===== config.mk =====
export PLATFORM = sky130hd
export DESIGN_NAME = sktab_cell
export DESIGN_NICKNAME = d
export VERILOG_FILES = /design/src/hdl/sktab_pkg.sv /design/src/hdl/sktab_cell.sv
export SDC_FILE = /design/constraint.sdc
export NUM_CORES = 1
export LEC_CHECK = 0
export BUFFER_PORTS_ARGS = -buffer_cell sky130_fd_sc_hd__buf_2
export CAP_MARGIN = 10
export CORE_AREA = 2 2 132 134
export DETAILED_ROUTE_END_ITERATION = 10
export DIE_AREA = 0 0 134 136
export PLACE_DENSITY_LB_ADDON = 0.25
export REMOVE_ABC_BUFFERS = 1
export SYNTH_ARGS = -nofsm -noshare
export SYNTH_HDL_FRONTEND = slang
export SYNTH_SLANG_ARGS = --single-unit

===== constraint.sdc =====
create_clock -name clock -period 6.9 [get_ports clock]
set_input_delay 1.725 -clock clock [delete_from_list [all_inputs] [get_ports clock]]
set_output_delay 1.725 -clock clock [all_outputs]
set_load 0.05 [all_outputs]

===== src/hdl/sktab_pkg.sv =====
`default_nettype none
package sktab_pkg;

   localparam int CAPACITY_DEF  = 256;
   localparam int KEY_WIDTH_DEF = 31;
   // cells per first-level group of the readout tree
   localparam int GROUP         = 16;

   localparam int REQ_W = 72;    // 67 payload bits, padded to bytes
   localparam int RSP_W = 176;   // 172 payload bits, padded to bytes

   typedef enum logic [2:0] {
      CMD_INSERT = 3'd0,
      CMD_FIND   = 3'd1,
      CMD_DELETE = 3'd2,
      CMD_POP    = 3'd3,
      CMD_CLEAR  = 3'd4
   } cmd_type;

   typedef enum logic [2:0] {
      ST_NEW     = 3'd0,
      ST_UPDATED = 3'd1,
      ST_HIT     = 3'd2,
      ST_MISS    = 3'd3,
      ST_EMPTY   = 3'd4,
      ST_FULL    = 3'd5
   } status_type;

   // what every cell does on the apply cycle
   typedef enum logic [1:0] {
      OP_NONE,
      OP_INSERT,
      OP_UPDATE,
      OP_REMOVE
   } cell_op_type;

   typedef struct packed {
      logic        cmp_en;  // latch compare flags against the broadcast key
      logic        pop;     // compare for pop: pick the head cell
      cell_op_type op;
   } cell_ctl_type;

endpackage
`default_nettype wire


===== src/hdl/sktab_cell.sv =====
`default_nettype none
module sktab_cell #(
   parameter int INDEX     = 0,
   parameter int KEY_WIDTH = sktab_pkg::KEY_WIDTH_DEF,
   parameter int CW        = 9,
   localparam int EW       = KEY_WIDTH + 33
) (
   input  wire logic                   clock,
   input  wire sktab_pkg::cell_ctl_type ctl,
   input  wire logic [KEY_WIDTH-1:0]   key,
   input  wire logic [31:0]            ppa,
   input  wire logic                   mark,
   input  wire logic [CW-1:0]          count,
   input  wire logic                   left_lt,
   input  wire logic [EW-1:0]          left_entry,
   input  wire logic [EW-1:0]          right_entry,
   output logic                        lt,
   output logic [EW-1:0]               entry,
   output logic [EW:0]                 pick_entry
);

   // entry layout: {key, ppa, mark}
   logic [EW-1:0] entry_ff, entry_in;
   logic          lt_ff, lt_in;
   logic          pick_ff, pick_in;
   logic          occupied;
   logic          is_head;

   assign occupied = CW'(INDEX) < count;
   assign is_head  = INDEX == 0;

   always_comb begin
      lt_in   = lt_ff;
      pick_in = pick_ff;
      if (ctl.cmp_en) begin
         lt_in   = occupied && !ctl.pop && (entry_ff[EW-1:33] < key);
         pick_in = occupied && (ctl.pop ? is_head : (entry_ff[EW-1:33] == key));
      end
   end

   always_comb begin
      entry_in = entry_ff;
      case (ctl.op)
         sktab_pkg::OP_INSERT: begin
            if (!lt_ff) begin
               entry_in = left_lt ? {key, ppa, mark} : left_entry;
            end
         end
         sktab_pkg::OP_UPDATE: begin
            if (pick_ff) begin
               entry_in = {entry_ff[EW-1:33], ppa, mark};
            end
         end
         sktab_pkg::OP_REMOVE: begin
            if (!lt_ff) begin
               entry_in = right_entry;
            end
         end
         default: begin
            entry_in = entry_ff;
         end
      endcase
   end

   always_ff @(posedge clock) begin
      entry_ff <= entry_in;
      lt_ff    <= lt_in;
      pick_ff  <= pick_in;
   end

   assign lt         = lt_ff;
   assign entry      = entry_ff;
   assign pick_entry = pick_ff ? {1'b1, entry_ff} : '0;

endmodule
`default_nettype wire


Yosys cells after proc, flatten, opt, wreduce, memory -nomap -nowiden
Cells that the tools add are included.

Order comparisons: 2. Equal/unequal tests: 7. Muxes and demuxes: 7. Bitwise operators: 1. Reductions and logical operators: 8.

Operators by type and width (count): two-way mux 64 bit (3); one-hot mux 64 bit (3 select lines) (1); two-way mux 65 bit (1); two-way mux 33 bit (1); equality test 31 bit (1); less-than comparator 31 bit (1); less-than comparator 1 x 9 -> 1 bit, first input constant (1); AND reduction 4 bit (2); inequality test 2 bit, second input constant (3); equality test 2 bit, second input constant (2); logical AND 1 bit (3); nonzero test 3 bit (1); equality test 2 x 1 -> 1 bit, second input constant (1); nonzero test 2 bit (1); zero test 1 bit (1); two-way mux 1 bit (1); NOT 1 bit (1).

Bits in registers: 66. Input port bits: 207. Output and inout port bits: 130. Word-level logic and storage cells: 29.

Longest topological paths before layout
Gate-level depths: netlist (run 1).

Depth after elaboration: 3. Mapped depth: 7. Mapped depth without buffers: 7.

Worst setup path before layout (run 1)
OpenSTA, ideal clock, no wires.

Path type: input-to-reg. Start point: input ctl[0] in the netlist's numbering. End point: register entry_ff[0] (netlist: entry[0]) (enable). Setup time: 0.377 ns. Arrival: 4.067 ns. Required time: 6.523 ns. Setup slack: 2.456 ns. Cell stages on the path: 4. Buffers on the path: 1. Cells stage by stage: clkbuf_1 > inv_1 > nor2_1 > a31o_2.

Longest elaborated chain between the ends: 3. Elaborated cells between the ends (all ways): 8. Those cells by class: eq/ne: 6; reduce/logical: 2.

RTL lines: start, declared (line sktab_cell.sv:9) `input wire sktab_pkg::cell_ctl_type ctl,`; equality test 2 bit or equality test 2 x 1 -> 1 bit (tied branches) (line sktab_cell.sv:43) `case (ctl.op)`; inequality test 2 bit (no source line) or nonzero test 3 bit (tied branches); AND reduction 4 bit (no source line) *; end signal, assigned (line sktab_cell.sv:66) `entry_ff <= entry_in;`; end, declared (line sktab_cell.sv:23) `logic [EW-1:0] entry_ff, entry_in;`.

Every way passes the cells marked *; elsewhere a longest branch is shown, timed or not. A chain may end at the register's enable or synchronous reset.

Worst setup path after layout (run 1)
Start point: input ctl[0] in the netlist's numbering. End point: register entry_ff[30] (netlist: entry[30]) (enable).

The elaborated chain is that of the path after synthesis.

==> flow_metrics.py, run 1 <==
metrics = {
    "status": {
        "status": "finished, final reports clean",
    },
    "power_and_ir_drop": {
        "power_density_nw_per_um2": 206.0,
        "ir_drop_v": 0.0001100,
        "power_leakage_nw": 3.470,
    },
    "global_route": {
        "grt_usage_pct": 17.12,
        "grt_pass1_wl_um": 23960,
        "grt_overflow_total": 0,
        "antenna_found_initial": 3,
        "grt_max_degree": 60,
        "grt_pass1_vias": 4622,
    },
    "logic_synthesis": {
        "ys.flop_type": "edfxtp_1",
        "postSynth.asyncResetShare_pct": 0,
        "yosys_warnings": 0,
        "syn_area_um2": 4891,
        "postSynthCellCount": 507,
        "synth_common_cells": "and2_1 (66), edfxtp_1 (66), mux2i_1 (63), a21oi_1 (43)",
        "yosys.area.top_type": "edfxtp_1",
        "synth_top_cells_by_area": "edfxtp_1 (41%), mux2i_1 (13%), and2_1 (8.4%)",
        "ys_seq_elements": 66,
        "synth-edff-count": 66,
        "synth_top_cell_area_share_pct": 40.52,
        "syn_avg_cell_area_um2": 9.647,
        "ys_seq_area_share_pct": 40.52,
        "synth_cell_type_count": 30,
    },
    "cts": {
        "clock_path_buffers": 2,
        "cts_tree": "built",
        "holdBufCountCts": 0,
        "cts.sinks": 66,
        "clkLatencyLatePin_ps": 320,
        "cts_made_buffers": 9,
        "cts-root-buf": "clkbuf_16",
        "cts_setup_buffers": 0,
        "clkTransAtPathRegs_ps": 60,
        "h-tree-depth": 3,
        "cts_resized": 0,
    },
    "routing": {
        "antenna_left": 0,
        "vias_per_cell": 4.620,
        "wl_um": 16270,
        "drt_iter0_markers": 84,
        "remaining_drc_errors": 0,
        "route.vias.total": 4860,
        "routedWlPerCell_um": 15.46,
        "drtPass1Iterations": 5,
    },
    "sta": {
        "finalCriticalPeriod_ps": 4153,
        "relSlewSlack_pct": 34.21,
        "rsz0062_at_grt": "no",
        "fin_crit_sh_pct": 60.18,
        "final.setup_skew_ps": 6.784,
        "max_freq_mhz": 240.8,
        "fin_setup_tns_ps": 0,
        "drv_slew": 0,
        "final_hold_viol_count": 0,
        "worstMarginPinSlew_ps": 984.5,
        "setup_viol": 0,
    },
    "setup_path": {
        "worstSetupStartpointType": "primary input",
        "endpoint_kind": "flop",
        "crit_type": "in -> reg",
        "worstPathRequired_ps": 6850,
        "reg2reg_depth": 2,
        "worstPathCellList": "buf_2 > buf_4 > inv_1 > nor2_4 > a31o_2",
        "slowest_delay_ps": 800,
        "ff2ff_setup_slack_ps": 4450,
        "cp_max_fo": 34,
        "cp_data_arrival_time_ps": 4100,
        "slowest_stage": "nor2_4",
    },
    "hold_path": {
        "hold_depth": 1,
        "hp-class": "reg -> reg",
    },
    "die": {
        "start_util_pct": 28.98,
        "core_um2": 16880,
        "die_area_um2": 18220,
        "chipWidth_um": 134,
        "rows": 48,
        "die_height_um": 136,
        "ios": 337,
    },
    "cells_and_area": {
        "area_delta_synth_final_pct": 44.00,
        "layout-drive-gt1-share_pct": 43.41,
        "antenna_cells": 0,
        "nNetsFinal": 1060,
        "final.fill_count": 1734,
        "finalNonFillerCells": 1052,
    },
    "place": {
        "dp_cells": 1036,
        "gp_congestion": 0.7881,
        "hpwl_um": 12890,
        "portBuffers": 336,
    },
    "flow_run": {
        "maxCapViolations": 0,
    },
}
## worst paths after layout
check | endpoint | start
worst max-delay path | entry[30]$_DFFE_PP_ | ctl[0]
worst min-delay path | entry[38]$_DFFE_PP_ | lt$_DFFE_PP_
worst max register to register | entry[30]$_DFFE_PP_ | lt$_DFFE_PP_
worst min register to register | entry[38]$_DFFE_PP_ | lt$_DFFE_PP_
## sequential cells by signal, summed over array words and instances (netlist names)
signal,flops
entry,64
lt,1
pick_ff,1
## final cells by class
class	instances	area, um^2	area share, %
clock buffers	9	225.2	3.198
repair buffers	341	1724	24.48
inverters	32	120.1	1.705
multi-input cells	372	2640	37.48
flip-flops and latches	66	1982	28.14
well taps	225	281.5	3.997
clock inverters	7	70.07	0.9948
## metrics by stage
stage	util, %	worst slack, ps	cell area, um^2	hold slack [ps]	total power [mW]
floorplan	-	2723	4735	1191	0.8324
global placement	39.98	2255	6748	877.7	1.008
detailed placement	39.98	2262	6748	904.1	1.011
CTS	41.73	2604	7043	913.1	1.474
global route	41.73	2504	7043	926.7	1.521
finish	41.73	2747	7043	902.3	1.451
## report_power, final
| group | switching (mW) | total (mW) | internal [mW] |
|---|---|---|---|
| Clock | 0.176 | 0.454 | 0.278 |
| Combinational | 0.337 | 0.487 | 0.151 |
| Sequential | 0.0241 | 0.509 | 0.485 |
## worst max-delay path: cells and delay by family
| family | cells | cell delay, ps |
|---|---|---|
| buf+inv | 3 | 730 |
| compound gates | 1 | 800 |
| simple gates | 1 | 800 |
## cell families (layout without fill, tap and decap cells)
family | after synthesis | count (layout) | share of synthesized area (%)
buf+inv | 69 | 389 | 5.654
simple gates | 156 | 156 | 17.88
mux | 63 | 63 | 12.89
fa+ha+maj | 31 | 31 | 7.930
flops | 66 | 66 | 40.52
compound gates | 122 | 122 | 15.12
## cell usage in the layout, fill, tap and decap left out, types with 2 or more instances in the layout
cell	count
buf_4	7
buf_2	334
and4_1	3
nor4_1	2
and2_1	66
a21o_1	2
mux2i_1	63
clkbuf_16	9
edfxtp_1	66
nor2b_1	33
a21oi_1	43
o21ai_0	35
nand3_1	3
inv_1	32
nor2_1	7
a221o_1	2
nand2_1	35
nand4_1	4
ha_1	31
clkinvlp_4	3
a211oi_1	33
## metal layers
| layer | GRT usage (%) | part of all wire [%] | vias to the layer above |
|---|---|---|---|
| met5 | 0 | 0.18 | - |
| met4 | 4.196 | 1.5 | 4 |
| met3 | 4.884 | 8.6 | 17 |
| met2 | 30.97 | 49 | 221 |
| met1 | 19.94 | 41 | 2163 |
| li1 | - | - | 2455 |
(Power assumes the default switching activity.)
==> run 2: changes to the inputs <==
Settings changed: ABC_AREA set to 1, CORE_AREA 2 2 132 134 to 2 2 130 132, DIE_AREA 0 0 134 136 to 0 0 132 134.
Clock period 6.9 ns to 3.9 ns, I/O delays scaled along.
==> flow_metrics.py, run 2 <==
metrics = {
    "die": {
        "die_area_um2": 17690,
        "chipWidth_um": 132,
        "die_height_um": 134,
        "ios": 337,
        "core_um2": 16290,
        "start_util_pct": 32.08,
        "rows": 47,
    },
    "sta": {
        "final_hold_viol_count": 0,
        "max_freq_mhz": 409.8,
        "setup_ws_ps": 1460,
        "fin_crit_sh_pct": 62.56,
        "worstMarginPinSlew_ps": 1007,
        "fin_setup_tns_ps": 0,
        "finalCriticalPeriod_ps": 2440,
        "rsz0062_at_grt": "no",
        "drv_slew": 0,
        "final.setup_skew_ps": 9.271,
        "relSlewSlack_pct": 32.73,
        "setup_viol": 0,
    },
    "routing": {
        "drtPass1Iterations": 5,
        "route.vias.total": 5873,
        "antenna_left": 0,
        "remaining_drc_errors": 0,
        "wl_um": 18640,
        "drt_iter0_markers": 327,
        "vias_per_cell": 4.763,
        "routedWlPerCell_um": 15.12,
    },
    "logic_synthesis": {
        "synth_cell_type_count": 27,
        "ys.flop_type": "edfxtp_1",
        "yosys_warnings": 0,
        "synth-edff-count": 66,
        "ys_seq_elements": 66,
        "syn_area_um2": 5225,
        "synth_common_cells": "nand2_1 (111), inv_1 (110), nand3_1 (98), nor2_1 (73), edfxtp_1 (66)",
        "postSynth.asyncResetShare_pct": 0,
        "synth_top_cells_by_area": "edfxtp_1 (38%), nand3_1 (9.4%), nand2_1 (8.0%)",
        "ys_seq_area_share_pct": 37.93,
        "yosys.area.top_type": "edfxtp_1",
        "synth_top_cell_area_share_pct": 37.93,
        "yosysMostFrequentCell": "nand2_1",
        "syn_avg_cell_area_um2": 7.486,
        "postSynthCellCount": 698,
    },
    "global_route": {
        "grt_pass1_vias": 5276,
        "antenna_found_initial": 3,
        "grt_max_degree": 86,
        "grt_pass1_wl_um": 27470,
        "grt_overflow_total": 0,
        "grt_usage_pct": 19.93,
    },
    "setup_path": {
        "path_depth": 4,
        "cp_data_arrival_time_ps": 1460,
        "crit_type": "reg -> out",
        "worstSetupStartpointType": "flop",
        "slowest_stage": "edfxtp_1",
        "reg2reg_from": "pick_ff$_DFFE_PP_",
        "cp_max_fo": 37,
        "ff2ff_setup_slack_ps": 2000,
        "worstPathRequired_ps": 2920,
        "worst-path-buf-inv": 3,
        "slowest_delay_ps": 340,
        "reg2reg_depth": 4,
        "cp-startpoint": "pick_ff$_DFFE_PP_",
        "endpoint_kind": "primary output",
        "critPathTopFamily": "buffers and inverters",
        "worstPathCellList": "buf_4 > nand2_1 > inv_1 > buf_2",
        "timing.rr.end": "entry[28]$_DFFE_PP_",
    },
    "cells_and_area": {
        "nNetsFinal": 1242,
        "finalNonFillerCells": 1233,
        "layout_common_cells": "buf_2 (335), nand2_1 (111), inv_1 (110), nand3_1 (98), nor2_1 (72)",
        "layout-drive-gt1-share_pct": 38.06,
        "area_delta_synth_final_pct": 39.70,
        "fin_area_um2": 7300,
        "final_common_cell": "buf_2",
        "largest_reg_flops": 64,
    },
    "hold_path": {
        "hold_depth": 1,
        "hp-class": "reg -> reg",
        "min-delay-start": "lt$_DFFE_PP_",
        "min_to": "entry[7]$_DFFE_PP_",
    },
    "cts": {
        "clock_path_buffers": 2,
        "clkLatencyLatePin_ps": 340,
        "clkTransAtPathRegs_ps": 60,
        "cts_tree": "built",
        "holdBufCountCts": 0,
        "cts.sinks": 66,
        "cts_made_buffers": 9,
        "cts-root-buf": "clkbuf_16",
        "cts_resized": 0,
        "h-tree-depth": 3,
        "cts_setup_buffers": 0,
    },
    "status": {
        "status": "finished, final reports clean",
    },
    "place": {
        "portBuffers": 336,
        "gp_congestion": 0.7531,
        "place_ws_ps": 1225,
        "hpwl_um": 13430,
        "dp_cells": 1213,
        "post_dp_cell_area_um2": 6970,
    },
    "flow_run": {
        "maxCapViolations": 0,
    },
    "power_and_ir_drop": {
        "ir_drop_v": 0.0001820,
        "power_density_nw_per_um2": 378.2,
        "power_leakage_nw": 4.008,
        "p_total_mw": 2.761,
    },
}
==> run 2: changes by cell type after synthesis, moves of 23 or more <==
| cell | change |
|---|---|
| nand3_1 | +95 |
| inv_1 | +78 |
| nand2_1 | +76 |
| and2_1 | -66 |
| nor2_1 | +65 |
| mux2i_1 | -63 |
| o21ai_1 | +45 |
| a211oi_1 | -33 |
| nor2b_1 | -33 |
| a21oi_1 | -31 |
| o211ai_1 | +23 |
==> run 2: final cells by class <==
class                   instances  area, um^2
clock buffers                  10       229.0
diodes                          4       10.01
inverters                     116       440.4
fillers                      1688        8990
well taps                     220       275.3
clock inverters                 6       90.09
flip-flops and latches         66        1982
multi-input cells             468        2536
repair buffers                343        1737
==> run 2: worst max path at each step <==
stage                                endpoint  slack [ps]
after detailed placement  entry[21]$_DFFE_PP_        1220
after global routing           pick_entry[15]        1330
after global placement     entry[9]$_DFFE_PP_        1230
after floorplan            entry[0]$_DFFE_PP_          50
final                           pick_entry[6]        1460
after CTS                       pick_entry[6]        1420
==> run 2: worst reg2reg max path: stages (launching register included) <==
cell and delay [ps]:
edfxtp_1 340, buf_4 320, a21oi_1 160, a21oi_4 320
buf_4 410
==> run 2: logic make-up after synthesis <==
logic type	after synthesis	share of synthesized area [%]
AOI/OAI and AO/OA	143	16.38
adders and majority gates	31	7.423
buffers and inverters	164	13.89
DFF	66	37.93
and+or+nand+nor	294	24.38
==> run 2: metal layers <==
metal  share of wire, %  wire, um  global-route usage [%]  vias up
li1                   -         -                       -     2936
met1                 41      7618                   23.78     2661
met2                 49      9061                   34.35      252
met3                8.3      1552                   5.782       24
met4                2.2       412                   6.944        0
met5                  0         0                       0        -
==> run 2: stage by stage <==
stage,util (%),hold WS (ps)
detailed placement,42.79,850.8
global placement,42.79,853.1
global route,44.78,860.5
CTS,44.75,856.8
floorplan,-,1088
finish,44.81,826.5
==> run 2: where the power goes <==
| part | internal, mW | switching (mW) |
|---|---|---|
| logic | 0.261 | 0.692 |
| clock network | 0.563 | 0.335 |
| registers | 0.865 | 0.0455 |
| total | 1.69 | 1.07 |
